--- src/sv/flow_pair_bucket_hash_top_assert.svh ---
// Assertion macros used by the flow pair bucket hash top module.
`ifndef FLOW_PAIR_BUCKET_HASH_TOP_ASSERT_SVH
`define FLOW_PAIR_BUCKET_HASH_TOP_ASSERT_SVH

// Same-cycle implication, disabled while reset is asserted.
`define FPBH_ASSERT_IMP(lbl, clk, rst_n, ante, cons, msg) \
    lbl: assert property (@(posedge clk) disable iff (!rst_n) (ante) |-> (cons)) \
        else $error(msg);

// Next-cycle implication, disabled while reset is asserted.
`define FPBH_ASSERT_NXT(lbl, clk, rst_n, ante, cons, msg) \
    lbl: assert property (@(posedge clk) disable iff (!rst_n) (ante) |=> (cons)) \
        else $error(msg);

`endif

--- src/sv/fpbh_pkg.sv ---
package fpbh_pkg;

    localparam logic [63:0] FNV_BASIS       = 64'hcbf2_9ce4_8422_2325;
    // The FNV prime is 2^40 + 0x1B3, so the product is a shift plus a small constant multiply.
    localparam logic [8:0]  FNV_PRIME_LO    = 9'h1B3;
    localparam int          FNV_PRIME_SHIFT = 40;
    localparam logic [63:0] ALL_ONES        = 64'hFFFF_FFFF_FFFF_FFFF;

    localparam int KEY_BYTES  = 8;
    localparam int BYTE_CNT_W = $clog2(KEY_BYTES + 1);

    localparam int          TRY_W        = 11;
    localparam logic [10:0] REJECT_LIMIT = 11'd1024;

    localparam int DIV_STEPS = 2;
    localparam int DIV_ITERS = 64 / DIV_STEPS;
    localparam int DIV_CNT_W = $clog2(DIV_ITERS);

    localparam logic [32:0] SIZE_RESET = 33'd1024;
    localparam logic [32:0] SIZE_MAX   = 33'h1_0000_0000;

    typedef enum logic [2:0] {
        S_IDLE,
        S_HASH,
        S_REJ,
        S_MOD,
        S_OUT
    } t_state;

    // Zero means one bucket; anything above 2^32 saturates to 2^32.
    function automatic logic [32:0] eff_size(input logic [32:0] v);
        logic [32:0] r;
        if (v[32]) begin
            r = SIZE_MAX;
        end else if (v == '0) begin
            r = 33'd1;
        end else begin
            r = v;
        end
        return r;
    endfunction

endpackage

--- src/sv/fpbh_if.sv ---
interface fpbh_in_if;
    logic        valid;
    logic        ready;
    logic [31:0] src_addr;
    logic [31:0] dst_addr;

    modport source (output valid, output src_addr, output dst_addr, input ready);
    modport sink   (input valid, input src_addr, input dst_addr, output ready);
endinterface

interface fpbh_out_if;
    logic        valid;
    logic        ready;
    logic [31:0] bucket_index;

    modport source (output valid, output bucket_index, input ready);
    modport sink   (input valid, input bucket_index, output ready);
endinterface

--- src/sv/fpbh_mac.sv ---
module fpbh_mac (
    input  logic [63:0] i_x,
    input  logic [63:0] i_add,
    output logic [63:0] o_y
);
    import fpbh_pkg::*;

    // x * prime + add, modulo 2^64.
    assign o_y = (i_x << FNV_PRIME_SHIFT) + (i_x * 64'(FNV_PRIME_LO)) + i_add;

endmodule

--- src/sv/fpbh_div.sv ---
module fpbh_div (
    input  logic        i_clk,
    input  logic        i_rst_n,
    input  logic        i_start,
    input  logic [63:0] i_dividend,
    input  logic [32:0] i_divisor,
    output logic        o_done,
    output logic [31:0] o_rem
);
    import fpbh_pkg::*;

    logic                 r_busy;
    logic                 r_done;
    logic [DIV_CNT_W-1:0] r_cnt;
    logic [63:0]          r_dvd;
    logic [31:0]          r_rem;

    logic [32:0] w_t   [DIV_STEPS];
    logic [31:0] w_rem [DIV_STEPS+1];

    // Restoring remainder, several dividend bits per cycle, most significant first.
    always_comb begin
        w_rem[0] = r_rem;
        for (int k = 0; k < DIV_STEPS; k++) begin
            w_t[k] = {w_rem[k], r_dvd[63-k]};
            if (w_t[k] >= i_divisor) begin
                w_rem[k+1] = 32'(w_t[k] - i_divisor);
            end else begin
                w_rem[k+1] = w_t[k][31:0];
            end
        end
    end

    always_ff @(posedge i_clk) begin
        if (!i_rst_n) begin
            r_busy <= 1'b0;
            r_done <= 1'b0;
            r_cnt  <= '0;
        end else begin
            r_done <= r_busy && (r_cnt == DIV_CNT_W'(DIV_ITERS - 1));
            if (i_start) begin
                r_busy <= 1'b1;
                r_cnt  <= '0;
            end else if (r_busy) begin
                r_cnt <= r_cnt + 1'b1;
                if (r_cnt == DIV_CNT_W'(DIV_ITERS - 1)) begin
                    r_busy <= 1'b0;
                end
            end
        end
    end

    always_ff @(posedge i_clk) begin
        if (i_start) begin
            r_dvd <= i_dividend;
            r_rem <= '0;
        end else if (r_busy) begin
            r_dvd <= {r_dvd[63-DIV_STEPS:0], {DIV_STEPS{1'b0}}};
            r_rem <= w_rem[DIV_STEPS];
        end
    end

    assign o_done = r_done;
    assign o_rem  = r_rem;

endmodule

--- src/sv/flow_pair_bucket_hash_top.sv ---
// Flow pair bucket hash: for each item (IPv4 source and destination address) the block runs
// 64-bit FNV-1a over the eight address octets, source first and most significant octet first,
// redraws the hash as hash*prime+basis while it lies at or above the largest multiple of the
// table size below 2^64 (at most 1024 redraws), and returns the hash modulo the table size as
// the bucket index. The block works on one item at a time; the time from acceptance to
// acceptance of the next item grows with the number of redraws, which is almost always zero.
// That time is set mainly by the shared two-bit-per-cycle remainder unit, which runs twice
// per item: first for the rejection bound (2^64-1 modulo the table size, overlapped with the
// eight FNV steps on the shared multiply-add unit), then for the final modulo. Each redraw is
// one more pass through the multiply-add unit. A finished bucket index sits
// in an output register, so the next item is taken while the result still waits. The table
// size register resets to 1024, treats zero as one and saturates above 2^32; write it only
// while the block is idle.
`include "flow_pair_bucket_hash_top_assert.svh"

module flow_pair_bucket_hash_top (
    input  logic        i_clk,
    input  logic        i_rst_n,
    fpbh_in_if.sink     i_item,
    fpbh_out_if.source  o_result,
    input  logic        i_cfg_we,
    input  logic [32:0] i_cfg_wdata
);
    import fpbh_pkg::*;

    t_state                r_state, n_state;
    logic [32:0]           r_size;
    logic [63:0]           r_hash, n_hash;
    logic [63:0]           r_key, n_key;
    logic [BYTE_CNT_W-1:0] r_bcnt, n_bcnt;
    logic [TRY_W-1:0]      r_tries, n_tries;
    logic [63:0]           r_limit, n_limit;
    logic                  r_ovalid, n_ovalid;
    logic [31:0]           r_out, n_out;

    logic [63:0] w_mac_x;
    logic [63:0] w_mac_add;
    logic [63:0] w_mac;
    logic        w_div_start;
    logic [63:0] w_div_dvd;
    logic        w_div_done;
    logic [31:0] w_rem;

    // The multiply-add unit folds in the next key octet while hashing and adds the offset
    // basis while redrawing.
    assign w_mac_x   = (r_state == S_HASH) ? (r_hash ^ {56'd0, r_key[63:56]}) : r_hash;
    assign w_mac_add = (r_state == S_REJ) ? FNV_BASIS : 64'd0;

    fpbh_mac u_mac (
        .i_x   (w_mac_x),
        .i_add (w_mac_add),
        .o_y   (w_mac)
    );

    fpbh_div u_div (
        .i_clk      (i_clk),
        .i_rst_n    (i_rst_n),
        .i_start    (w_div_start),
        .i_dividend (w_div_dvd),
        .i_divisor  (r_size),
        .o_done     (w_div_done),
        .o_rem      (w_rem)
    );

    always_ff @(posedge i_clk) begin
        if (!i_rst_n) begin
            r_state  <= S_IDLE;
            r_size   <= SIZE_RESET;
            r_ovalid <= 1'b0;
            r_bcnt   <= '0;
            r_tries  <= '0;
        end else begin
            r_state  <= n_state;
            r_ovalid <= n_ovalid;
            r_bcnt   <= n_bcnt;
            r_tries  <= n_tries;
            if (i_cfg_we) begin
                r_size <= eff_size(i_cfg_wdata);
            end
        end
    end

    always_ff @(posedge i_clk) begin
        r_hash  <= n_hash;
        r_key   <= n_key;
        r_limit <= n_limit;
        r_out   <= n_out;
    end

    always_comb begin
        n_state     = r_state;
        n_hash      = r_hash;
        n_key       = r_key;
        n_bcnt      = r_bcnt;
        n_tries     = r_tries;
        n_limit     = r_limit;
        n_out       = r_out;
        n_ovalid    = r_ovalid;
        w_div_start = 1'b0;
        w_div_dvd   = ALL_ONES;

        if (r_ovalid && o_result.ready) begin
            n_ovalid = 1'b0;
        end

        unique case (r_state)
            S_IDLE: begin
                if (i_item.valid) begin
                    n_hash      = FNV_BASIS;
                    n_key       = {i_item.src_addr, i_item.dst_addr};
                    n_bcnt      = '0;
                    n_tries     = '0;
                    w_div_start = 1'b1;
                    n_state     = S_HASH;
                end
            end
            S_HASH: begin
                if (r_bcnt != BYTE_CNT_W'(KEY_BYTES)) begin
                    n_hash = w_mac;
                    n_key  = {r_key[55:0], 8'd0};
                    n_bcnt = r_bcnt + 1'b1;
                end
                // The bound is the largest multiple of the size that fits in 64 bits.
                if (w_div_done) begin
                    n_limit = ALL_ONES - {32'd0, w_rem};
                    n_state = S_REJ;
                end
            end
            S_REJ: begin
                if ((r_hash >= r_limit) && (r_tries != REJECT_LIMIT)) begin
                    n_hash  = w_mac;
                    n_tries = r_tries + 1'b1;
                end else begin
                    w_div_start = 1'b1;
                    w_div_dvd   = r_hash;
                    n_state     = S_MOD;
                end
            end
            S_MOD: begin
                if (w_div_done) begin
                    n_state = S_OUT;
                end
            end
            S_OUT: begin
                if (!r_ovalid || o_result.ready) begin
                    n_out    = w_rem;
                    n_ovalid = 1'b1;
                    n_state  = S_IDLE;
                end
            end
            default: begin
                n_state = S_IDLE;
            end
        endcase
    end

    assign i_item.ready          = (r_state == S_IDLE);
    assign o_result.valid        = r_ovalid;
    assign o_result.bucket_index = r_out;

    // The bound computation always outlasts the eight FNV steps.
    `FPBH_ASSERT_IMP(a_fnv_done_first, i_clk, i_rst_n, (r_state == S_HASH) && w_div_done, r_bcnt == BYTE_CNT_W'(KEY_BYTES), "bound ready before FNV steps finished")
    // A bucket index offered at the output is below the table size.
    `FPBH_ASSERT_IMP(a_index_in_range, i_clk, i_rst_n, r_ovalid, 33'(r_out) < r_size, "bucket index not below table size")
    // The redraw count never passes its limit.
    `FPBH_ASSERT_IMP(a_tries_bounded, i_clk, i_rst_n, 1'b1, r_tries <= REJECT_LIMIT, "redraw count above limit")
    // A hash below the bound goes straight to the final modulo.
    `FPBH_ASSERT_NXT(a_accept_hash, i_clk, i_rst_n, (r_state == S_REJ) && (r_hash < r_limit), r_state == S_MOD, "hash below bound was redrawn")

endmodule

--- src/flat_wrapper.sv ---
// flat-port wrapper written by rule: the top's interface ports become plain ports
module flow_pair_bucket_hash_top_flat import fpbh_pkg::*;
  (i_clk, i_rst_n, i_cfg_we, i_cfg_wdata, i_item_valid, i_item_src_addr, i_item_dst_addr, i_item_ready, o_result_valid, o_result_bucket_index, o_result_ready);
  fpbh_in_if i_item_i ();
  fpbh_out_if o_result_i ();
  input  logic i_clk;
  input  logic i_rst_n;
  input  logic i_cfg_we;
  input  logic [32:0] i_cfg_wdata;
  input wire logic [$bits(i_item_i.valid)-1:0] i_item_valid;
  input wire logic [$bits(i_item_i.src_addr)-1:0] i_item_src_addr;
  input wire logic [$bits(i_item_i.dst_addr)-1:0] i_item_dst_addr;
  output wire logic [$bits(i_item_i.ready)-1:0] i_item_ready;
  output wire logic [$bits(o_result_i.valid)-1:0] o_result_valid;
  output wire logic [$bits(o_result_i.bucket_index)-1:0] o_result_bucket_index;
  input wire logic [$bits(o_result_i.ready)-1:0] o_result_ready;
  assign i_item_i.valid = i_item_valid;
  assign i_item_i.src_addr = i_item_src_addr;
  assign i_item_i.dst_addr = i_item_dst_addr;
  assign i_item_ready = i_item_i.ready;
  assign o_result_valid = o_result_i.valid;
  assign o_result_bucket_index = o_result_i.bucket_index;
  assign o_result_i.ready = o_result_ready;
  flow_pair_bucket_hash_top u_core (.i_clk(i_clk), .i_rst_n(i_rst_n), .i_item(i_item_i), .o_result(o_result_i), .i_cfg_we(i_cfg_we), .i_cfg_wdata(i_cfg_wdata));
endmodule
--- config.mk ---
export PLATFORM = sky130hd
export DESIGN_NAME = flow_pair_bucket_hash_top_flat
export DESIGN_NICKNAME = d
export VERILOG_FILES = /design/src/sv/fpbh_pkg.sv /design/src/sv/fpbh_if.sv /design/src/sv/fpbh_mac.sv /design/src/sv/fpbh_div.sv /design/src/sv/flow_pair_bucket_hash_top.sv /design/src/flat_wrapper.sv
export VERILOG_INCLUDE_DIRS = /design/src /design/src/sv
export SDC_FILE = /design/constraint.sdc
export NUM_CORES = 2
export LEC_CHECK = 0
export BUFFER_PORTS_ARGS = -buffer_cell sky130_fd_sc_hd__buf_2
export CAP_MARGIN = 20
export CORE_ASPECT_RATIO = 0.8
export CORE_MARGIN = 2
export CORE_UTILIZATION = 40
export CTS_CLUSTER_SIZE = 10
export DETAILED_ROUTE_END_ITERATION = 10
export GPL_TIMING_DRIVEN = 0
export HOLD_SLACK_MARGIN = 0.15
export SETUP_SLACK_MARGIN = 0.3
export SLEW_MARGIN = 10
export SYNTH_ARGS = -nofsm -noshare
export SYNTH_HDL_FRONTEND = slang
export SYNTH_SLANG_ARGS = --single-unit
export TNS_END_PERCENT = 100
--- constraint.sdc ---
create_clock -name i_clk -period 15.7 [get_ports i_clk]
set_clock_uncertainty 0.2 [all_clocks]
set_input_delay 1.57 -clock i_clk [delete_from_list [all_inputs] [get_ports i_clk]]
set_output_delay 1.57 -clock i_clk [all_outputs]
set_load 0.01 [all_outputs]
==> flow_summary.json <==
{
  "period_needed_ps": 9310,
  "drt_wl_total_mm": 84.0,
  "r2r-start": "u_core.r_state[0]$_SDFFE_PN0P_",
  "grt_pass1_wl_mm": 130,
  "postCtsSetupBuffers": 0,
  "core_um2": 75200,
  "synth_area_leaders": "edfxtp_1, fa_1, ha_1, inv_1, dfxtp_1",
  "vias": 22544,
  "syn_avg_cell_area_um2": 9.81,
  "avgRoutedWirePerCell_um": 19.4,
  "synth-adder-area-share_pct": 29.9,
  "area_growth_pct": 11.3,
  "holdCritPathClass": "register to register",
  "final_max_slew_viol_count": 0,
  "max_freq_ghz": 0.107,
  "ys_warn_count": 0,
  "synth_flop_cell": "edfxtp_1",
  "min_from": "u_core.r_tries[10]$_SDFFE_PN0P_",
  "die_x_um": 312,
  "portBuffers": 133,
  "r2r_end": "u_core.r_hash[61]$_SDFFCE_PN0P_",
  "critical_path_class": "register to register",
  "cts_tree": "done",
  "dpl_cell_area_um2": 32500,
  "critPathSlowestCell": "xnor2_1",
  "syn_area_um2": 30300,
  "fill_cells": 7323,
  "fin_nets": 3952,
  "grt_pass1_vias": 21805,
  "yosysTopAreaCell": "edfxtp_1",
  "cts_hold_buf": 0,
  "dieArea_um2": 78100,
  "cp_data_required_time_ps": 15810,
  "cts_made_buffers": 43,
  "h-tree-depth": 2,
  "gr-total-overflow": 0,
  "io_pins": 136,
  "r2r_cells": 27,
  "synth_edf_count": 256,
  "seq_area_frac_synth_pct": 31.3,
  "synth_compound_area_share_pct": 12.7,
  "rrSetupSlack_ps": 6390,
  "drt_pass1_iterations": 5,
  "min_period_over_period_pct": 59.3,
  "diodes": 0,
  "hold_depth": 2,
  "cp-start-kind": "register",
  "fp.dieH_um": 250,
  "cpPeakStageDelay_ps": 800,
  "clk_pin_slew_ps": 60,
  "clock-sinks": 347,
  "clk_latency_ps": 610,
  "hpwl_mm": 68.5,
  "grt_max_degree": 46,
  "synth_nets": 3757,
  "yosys.area_share.simple_pct": 10.8,
  "rows": 90,
  "finalInstanceArea_um2": 33800,
  "min_to": "u_core.r_tries[10]$_SDFFE_PN0P_",
  "yosys.area.top_type_share_pct": 25.3,
  "crit_fanout": 10,
  "tightest_slew_ps": 1080,
  "status": "finished clean",
  "hold-worst-slack_ps": 306,
  "synth_top_family_by_area": "adder cells",
  "post_drt_via_cell_ratio": 5.21,
  "drc": 0,
  "cts_root_buf": "clkbuf_16",
  "path_buf_inv": 8,
  "grt_use_total_pct": 21.5,
  "drt_iter0_markers": 1768,
  "initial_core_util_pct": 40.3,
  "finalSetupViolations": 0,
  "max-slew-margin-rel_pct": 28.2,
  "grt_setup_unrepaired": "false",
  "cap_violations": 0,
  "worstPathArrival_ps": 9420,
  "syn-instance-count": 3092,
  "clk_path_buf_depth": 3,
  "critPathTopFamily": "adder cells",
  "hold_viol_final": 0,
  "gp_congestion": 0.981,
  "grt_antenna_before_repair": 4,
  "synthArstFlopShare_pct": 0,
  "ys_seq_elements": 347,
  "drtAntennaViolNets": 0,
  "drive_gt1_share_pct": 9.61,
  "synthDistinctLibCells": 79,
  "synth_mux_area_share_pct": 3.15,
  "end_kind": "register",
  "synth_xor_xnor_area_share_pct": 4.19,
  "cts.repair.resized": 0
}
-- flip-flops by register name, indices dropped and copies added (netlist names) --
name / flops
u_core.o_result.bucket_index: 32
u_core.o_result.valid: 1
u_core.r_bcnt: 4
u_core.r_hash: 64
u_core.r_key: 64
u_core.r_limit: 32
u_core.r_size: 33
u_core.r_state: 3
u_core.r_tries: 11
u_core.u_div.o_done: 1
u_core.u_div.o_rem: 32
u_core.u_div.r_busy: 1
u_core.u_div.r_cnt: 5
u_core.u_div.r_dvd: 64
-- kinds of logic after synthesis --
logic type | count (synthesis)
compound gates | 618
xor+xnor | 145
fa+ha+maj | 563
buf+inv | 632
flops | 347
mux | 88
simple gates | 699
-- worst reg2reg max path, cell delays in order (launching register included) --
cell and delay [ps]:
dfxtp_1 320, clkbuf_1 380, nand2b_1 210, nor2_1 260
clkbuf_1 380, clkbuf_1 440, nand2_1 170, xnor2_1 810
ha_1 380, inv_1 110, fa_1 510, inv_1 60
fa_1 530, inv_1 60, fa_1 510, fa_1 550
inv_1 40, ha_1 270, clkbuf_1 180, a2111oi_0 420
a211o_2 270, o211ai_2 160, a22oi_1 320, a31o_2 320
o31a_1 250, nor3_1 80, a2111oi_0 730, nor3_1 100
-- cell usage after synthesis (all sizes together) (27+ instances only) --
cell and count:
edfxtp 256, o21ai 169, nor2b 30, dfxtp 91, buf 27, fa 269, mux2i 29, a21o 64
ha 294, nand4 33, and2 51, nand3 37, inv 541, clkbuf 64, mux2 59, a21oi 216
xnor2 87, nand2 181, xor2 58, nor2 246, nor3 27
-- metal layers --
metal | part of all wire (%) | global-route usage, % | vias up
li1 | - | - | 10813
met1 | 48 | 32.4 | 10866
met4 | 1.8 | 4.57 | 2
met2 | 42 | 31.5 | 773
met3 | 8.4 | 4.73 | 90
met5 | 0.015 | 0 | -
-- final cells by class --
cell class | count | area, um^2 | share of cell area (%)
Sequential cell | 347 | 9510 | 28.2
Tap cell | 1012 | 1270 | 3.75
Inverter | 541 | 2030 | 6.01
Clock inverter | 9 | 103 | 0.304
Multi-Input combinational cell | 2113 | 18400 | 54.6
Buffer | 91 | 390 | 1.16
Timing Repair Buffer | 150 | 831 | 2.46
Clock buffer | 68 | 1200 | 3.56
-- per-stage QoR --
step	worst slack [ps]	cells	TNS, ps	util [%]
after floorplan	2020	3092	0	-
after global placement	-3450	4237	-180040	42.9
after detailed placement	6450	4254	0	43.2
after CTS	6410	4331	0	44.9
after global routing	5810	4331	0	44.9
final	6390	4331	0	44.9
-- worst max path at each step --
stage | startpoint | endpoint | slack [ps] | cells past startpoint
floorplan | i_item_valid | u_core.r_bcnt[3]$_SDFFE_PN0P_ | 2020 | 5
global placement | i_item_valid | u_core.r_bcnt[3]$_SDFFE_PN0P_ | -3450 | 6
detailed placement | u_core.r_state[0]$_SDFFE_PN0P_ | u_core.r_hash[61]$_SDFFCE_PN0P_ | 6450 | 27
CTS | u_core.r_state[0]$_SDFFE_PN0P_ | u_core.r_hash[61]$_SDFFCE_PN0P_ | 6410 | 27
global route | u_core.r_state[0]$_SDFFE_PN0P_ | u_core.r_hash[61]$_SDFFCE_PN0P_ | 5810 | 27
finish | u_core.r_state[0]$_SDFFE_PN0P_ | u_core.r_hash[61]$_SDFFCE_PN0P_ | 6390 | 27
-- placed cells by master (no fill, tap or decap), drive strengths merged, types with 30 or more instances in the layout --
cell type | synthesis | routed
nand2 | 181 | 181
a21oi | 216 | 216
nand3 | 37 | 37
a21o | 64 | 64
dfxtp | 91 | 91
o21ai | 169 | 169
nor2b | 30 | 30
nand4 | 33 | 33
buf | 27 | 177
ha | 294 | 294
xor2 | 58 | 58
clkbuf | 64 | 132
nor2 | 246 | 246
edfxtp | 256 | 256
xnor2 | 87 | 87
inv | 541 | 543
and2 | 51 | 51
fa | 269 | 269
mux2 | 59 | 59
Power is not shown: default switching activity piles up to over one toggle a cycle in this logic, so the estimate is an artifact.
